===== src/rtl/core/bdb_ram.sv =====
// Generic single-port-write RAM with registered read.
`timescale 1ns / 1ps
module bdb_ram #(
    parameter int unsigned WIDTH = 8,
    parameter int unsigned DEPTH = 16
) (
    input  logic                     i_clk,
    input  logic                     i_we,
    input  logic [$clog2(DEPTH)-1:0] i_waddr,
    input  logic [WIDTH-1:0]         i_wdata,
    input  logic [$clog2(DEPTH)-1:0] i_raddr,
    output logic [WIDTH-1:0]         o_rdata
);
    logic [WIDTH-1:0] r_mem [DEPTH];
    logic [WIDTH-1:0] r_rdata;

    always_ff @(posedge i_clk) begin
        if (i_we) begin
            r_mem[i_waddr] <= i_wdata;
        end
        r_rdata <= r_mem[i_raddr];
    end

    assign o_rdata = r_rdata;
endmodule


===== config.mk =====
export PLATFORM = sky130hd
export DESIGN_NAME = bdb_ram
export DESIGN_NICKNAME = d
export VERILOG_FILES = /design/src/rtl/core/bdb_ram.sv
export SDC_FILE = /design/constraint.sdc
export NUM_CORES = 1
export LEC_CHECK = 0
export ABC_AREA = 1
export BUFFER_PORTS_ARGS = -buffer_cell sky130_fd_sc_hd__buf_2
export CAP_MARGIN = 25
export CELL_PAD_IN_SITES_DETAIL_PLACEMENT = 2
export CELL_PAD_IN_SITES_GLOBAL_PLACEMENT = 2
export CORE_ASPECT_RATIO = 1.25
export CORE_MARGIN = 5
export CORE_UTILIZATION = 40
export DETAILED_ROUTE_END_ITERATION = 16
export PLACE_DENSITY_LB_ADDON = 0.08
export REMOVE_ABC_BUFFERS = 1
export SKIP_LAST_GASP = 1
export SYNTH_ARGS = -nofsm -noshare
export SYNTH_HDL_FRONTEND = slang
export SYNTH_SLANG_ARGS = --single-unit

===== constraint.sdc =====
create_clock -name i_clk -period 1 [get_ports i_clk]
set_input_delay 0 -clock i_clk [delete_from_list [all_inputs] [get_ports i_clk]]
set_output_delay 0 -clock i_clk [all_outputs]
set_load 0.05 [all_outputs]

==> run metrics <==
status=complete, but fails checks; failing checks=setup timing; unrepaired setup endpoints after global routing=true; Avg WL per Cell=23.0 um; Routed WL=18300 um; final worst setup slack=-0.00621 ns; clock sinks=136; input/output buffers=25; core box area=14300 um^2; hold path start=i_wdata[6]; gpl congestion=0.789; crit path DAT=1.32 ns; setup TNS=-0.0140 ns; antenna violations before repair=0; EDFF count, synth=128; top_reg_cell synth=edfxtp_1; mapped cell area=5770 um^2; Pre-Repair DR Iteration Count=4; vias in the first global route=4727; CP max-delay cell=edfxtp_1; CP max FO=1; die width=117 um; Setup-failing EPs final=4; Hold Path Cell Cnt=1; DP Wirelength=11400 um; share of cells above drive strength 1=0.213; Util after Layout=0.509; starting density of the core=0.404; Iter 0 DRT Violations=266; Final nets=626; Die Span Y=144 um; CTS tree=built; Avg Cell Area, Syn=10.5 um^2; CTS root buf=clkbuf_16; die area=16900 um^2; diode count=0; Worst slew margin=0.678; first-pass GRT wire length=27900 um; most frequent cell after synthesis=nand2_1; CTS max path bufs=2; Yosys top cell by area=edfxtp_1; required time worst endpoint=1.31 ns; IO Count=26; crit end category=flip-flop; post-layout min period=1.01 ns; Worst Hold End=r_mem[2][6]; Post-Synthesis Cells=551; final hold violations=0; Buf+Inv Stages, Crit Path=1; Post-synth ARST share=0; crit start category=flip-flop; clock insertion delay at the later pin of the skew report=0.42 ns; WS Path Type=flip-flop to flip-flop; Worst Hold Class=input pin to flip-flop; CTS buffer count=17; via/cell ratio=5.16; max-slew violations=0; clock-pin slew on the worst setup and hold paths=0.06 ns; Distinct cells, synth=12; Period Utilization, post-route=1.01; area taken by multi-input logic gates=1410 um^2; peak supply drop=1390 uV; R2R Setup Slk=-0.006 ns; r2r worst-path depth=6; Max Cap Viol=0; Seq/Total Area, Yosys=0.694; GRT overflow=0; Antenna Nets Post-Route=0; via count=4123; Leakage Power=3.16 nW; # DRC=0; largest net degree at the start of global routing=36; crit path cell chain=inv_1 -> nand2_1 -> nand3_1 -> nand3_2 -> nand3_2 -> nand2_1; crit-path max cell delay=0.37 ns; FF/Latch Area=4010 um^2; # fillers=1438; GRT Overall Usage=0.226; area grow syn2layout=26.0%; cell family with the largest share of critical-path delay=simple AND/OR/NAND/NOR gates; PD cells=2100 nW/um^2; H-tree depth=4; fmax=994 MHz; worst slew pin tran=0.483 ns; top post-synthesis cells by area=edfxtp_1 (67%), nand2_1 (11%), nand3_1 (8.4%); Synth top area share=0.667; Critical Path Start=r_mem[6][5]; Critical R2R Capture=o_rdata[5]; top post-synthesis cells by count=nand2_1 (173), edfxtp_1 (128), inv_1 (100); Synth warnings=0; r2r startpoint=r_mem[6][5]; FP Rows=49; number of setup buffers added after CTS=0; Clock Skew=0.00704 ns; post-synthesis register bit count=136
how the worst max path moves through the flow:
stage	slack, ns	end	cells after the start
after detailed placement	-0.25	o_rdata[0]	8
final	-0.006	o_rdata[5]	6
after CTS	-0.05	o_rdata[4]	6
after global routing	-0.06	o_rdata[7]	6
after global placement	-0.17	o_rdata[0]	8
after floorplan	0.02	o_rdata[2]	6
logic make-up (layout without fill, tap and decap cells):
group                  after synthesis  after routing  share of synthesized area
AND/OR/NAND/NOR                    289            289                      0.210
flip-flops                         136            136                      0.694
buffers and inverters              126            196                     0.0952
power by group:
part | total, W | internal [W] | switching, W
sequential | 0.00643 | 0.00638 | 0.0000531
combinational | 0.00117 | 0.000352 | 0.000817
clock | 0.00767 | 0.00531 | 0.00236
timing repair:
item	CTS	global route
pin swaps	8	21
hold buffers	5	0
gates cloned	0	0
hold endpoints to repair	44	0
gates resized for setup	34	21
setup endpoints to repair	16	9
flip-flops by register name (all words and copies together) (netlist names):
name,cells
o_rdata,8
r_mem,128
metrics by stage:
step	instance area, um^2	power, W	hold WS (ns)	setup WS (ns)	cells
after floorplan	5600	0.00700	0.0989	0.0195	527
after global placement	6260	0.00753	0.367	-0.173	762
after detailed placement	6260	0.00758	0.375	-0.249	762
after CTS	7180	0.0154	0.00223	-0.0495	799
after global routing	7270	0.0158	0.00780	-0.0618	799
final	7270	0.0153	0.0203	-0.00621	799
cell usage in the layout, fill, tap and decap left out:
cell / Yosys / routed
clkinvlp_4: 0 / 1
nand3_4: 0 / 1
buf_4: 4 / 31
inv_2: 2 / 4
buf_6: 6 / 3
dfxtp_1: 8 / 5
nand2_1: 173 / 171
nor2_1: 17 / 17
clkbuf_1: 0 / 1
dfxtp_2: 0 / 3
nand2_2: 0 / 2
edfxtp_1: 128 / 128
inv_1: 100 / 98
buf_12: 0 / 6
clkbuf_8: 0 / 2
clkinv_4: 0 / 2
buf_2: 13 / 17
nand3_1: 97 / 61
dlygate4sd3_1: 0 / 5
clkinv_1: 0 / 1
nand3b_1: 2 / 2
nand3_2: 0 / 35
bufinv_16: 0 / 8
clkbuf_16: 0 / 17
final cells by class:
type	count	share of cell area
inverters	102	0.0527
repair buffers	62	0.0718
clock inverters	12	0.0370
well taps	178	0.0306
flip-flops and latches	136	0.551
clock buffers	20	0.0628
multi-input cells	289	0.194
metal layers:
| metal | up-vias | global-route usage | part of all wire | wire, um |
|---|---|---|---|---|
| met5 | - | 0 | 0 | 0 |
| li1 | 1886 | - | - | - |
| met4 | 0 | 0.0886 | 0.025 | 464 |
| met1 | 2114 | 0.245 | 0.40 | 7320 |
| met3 | 31 | 0.0516 | 0.032 | 582 |
| met2 | 92 | 0.429 | 0.54 | 9970 |
Note: power is estimated with default switching activity, not from simulation.
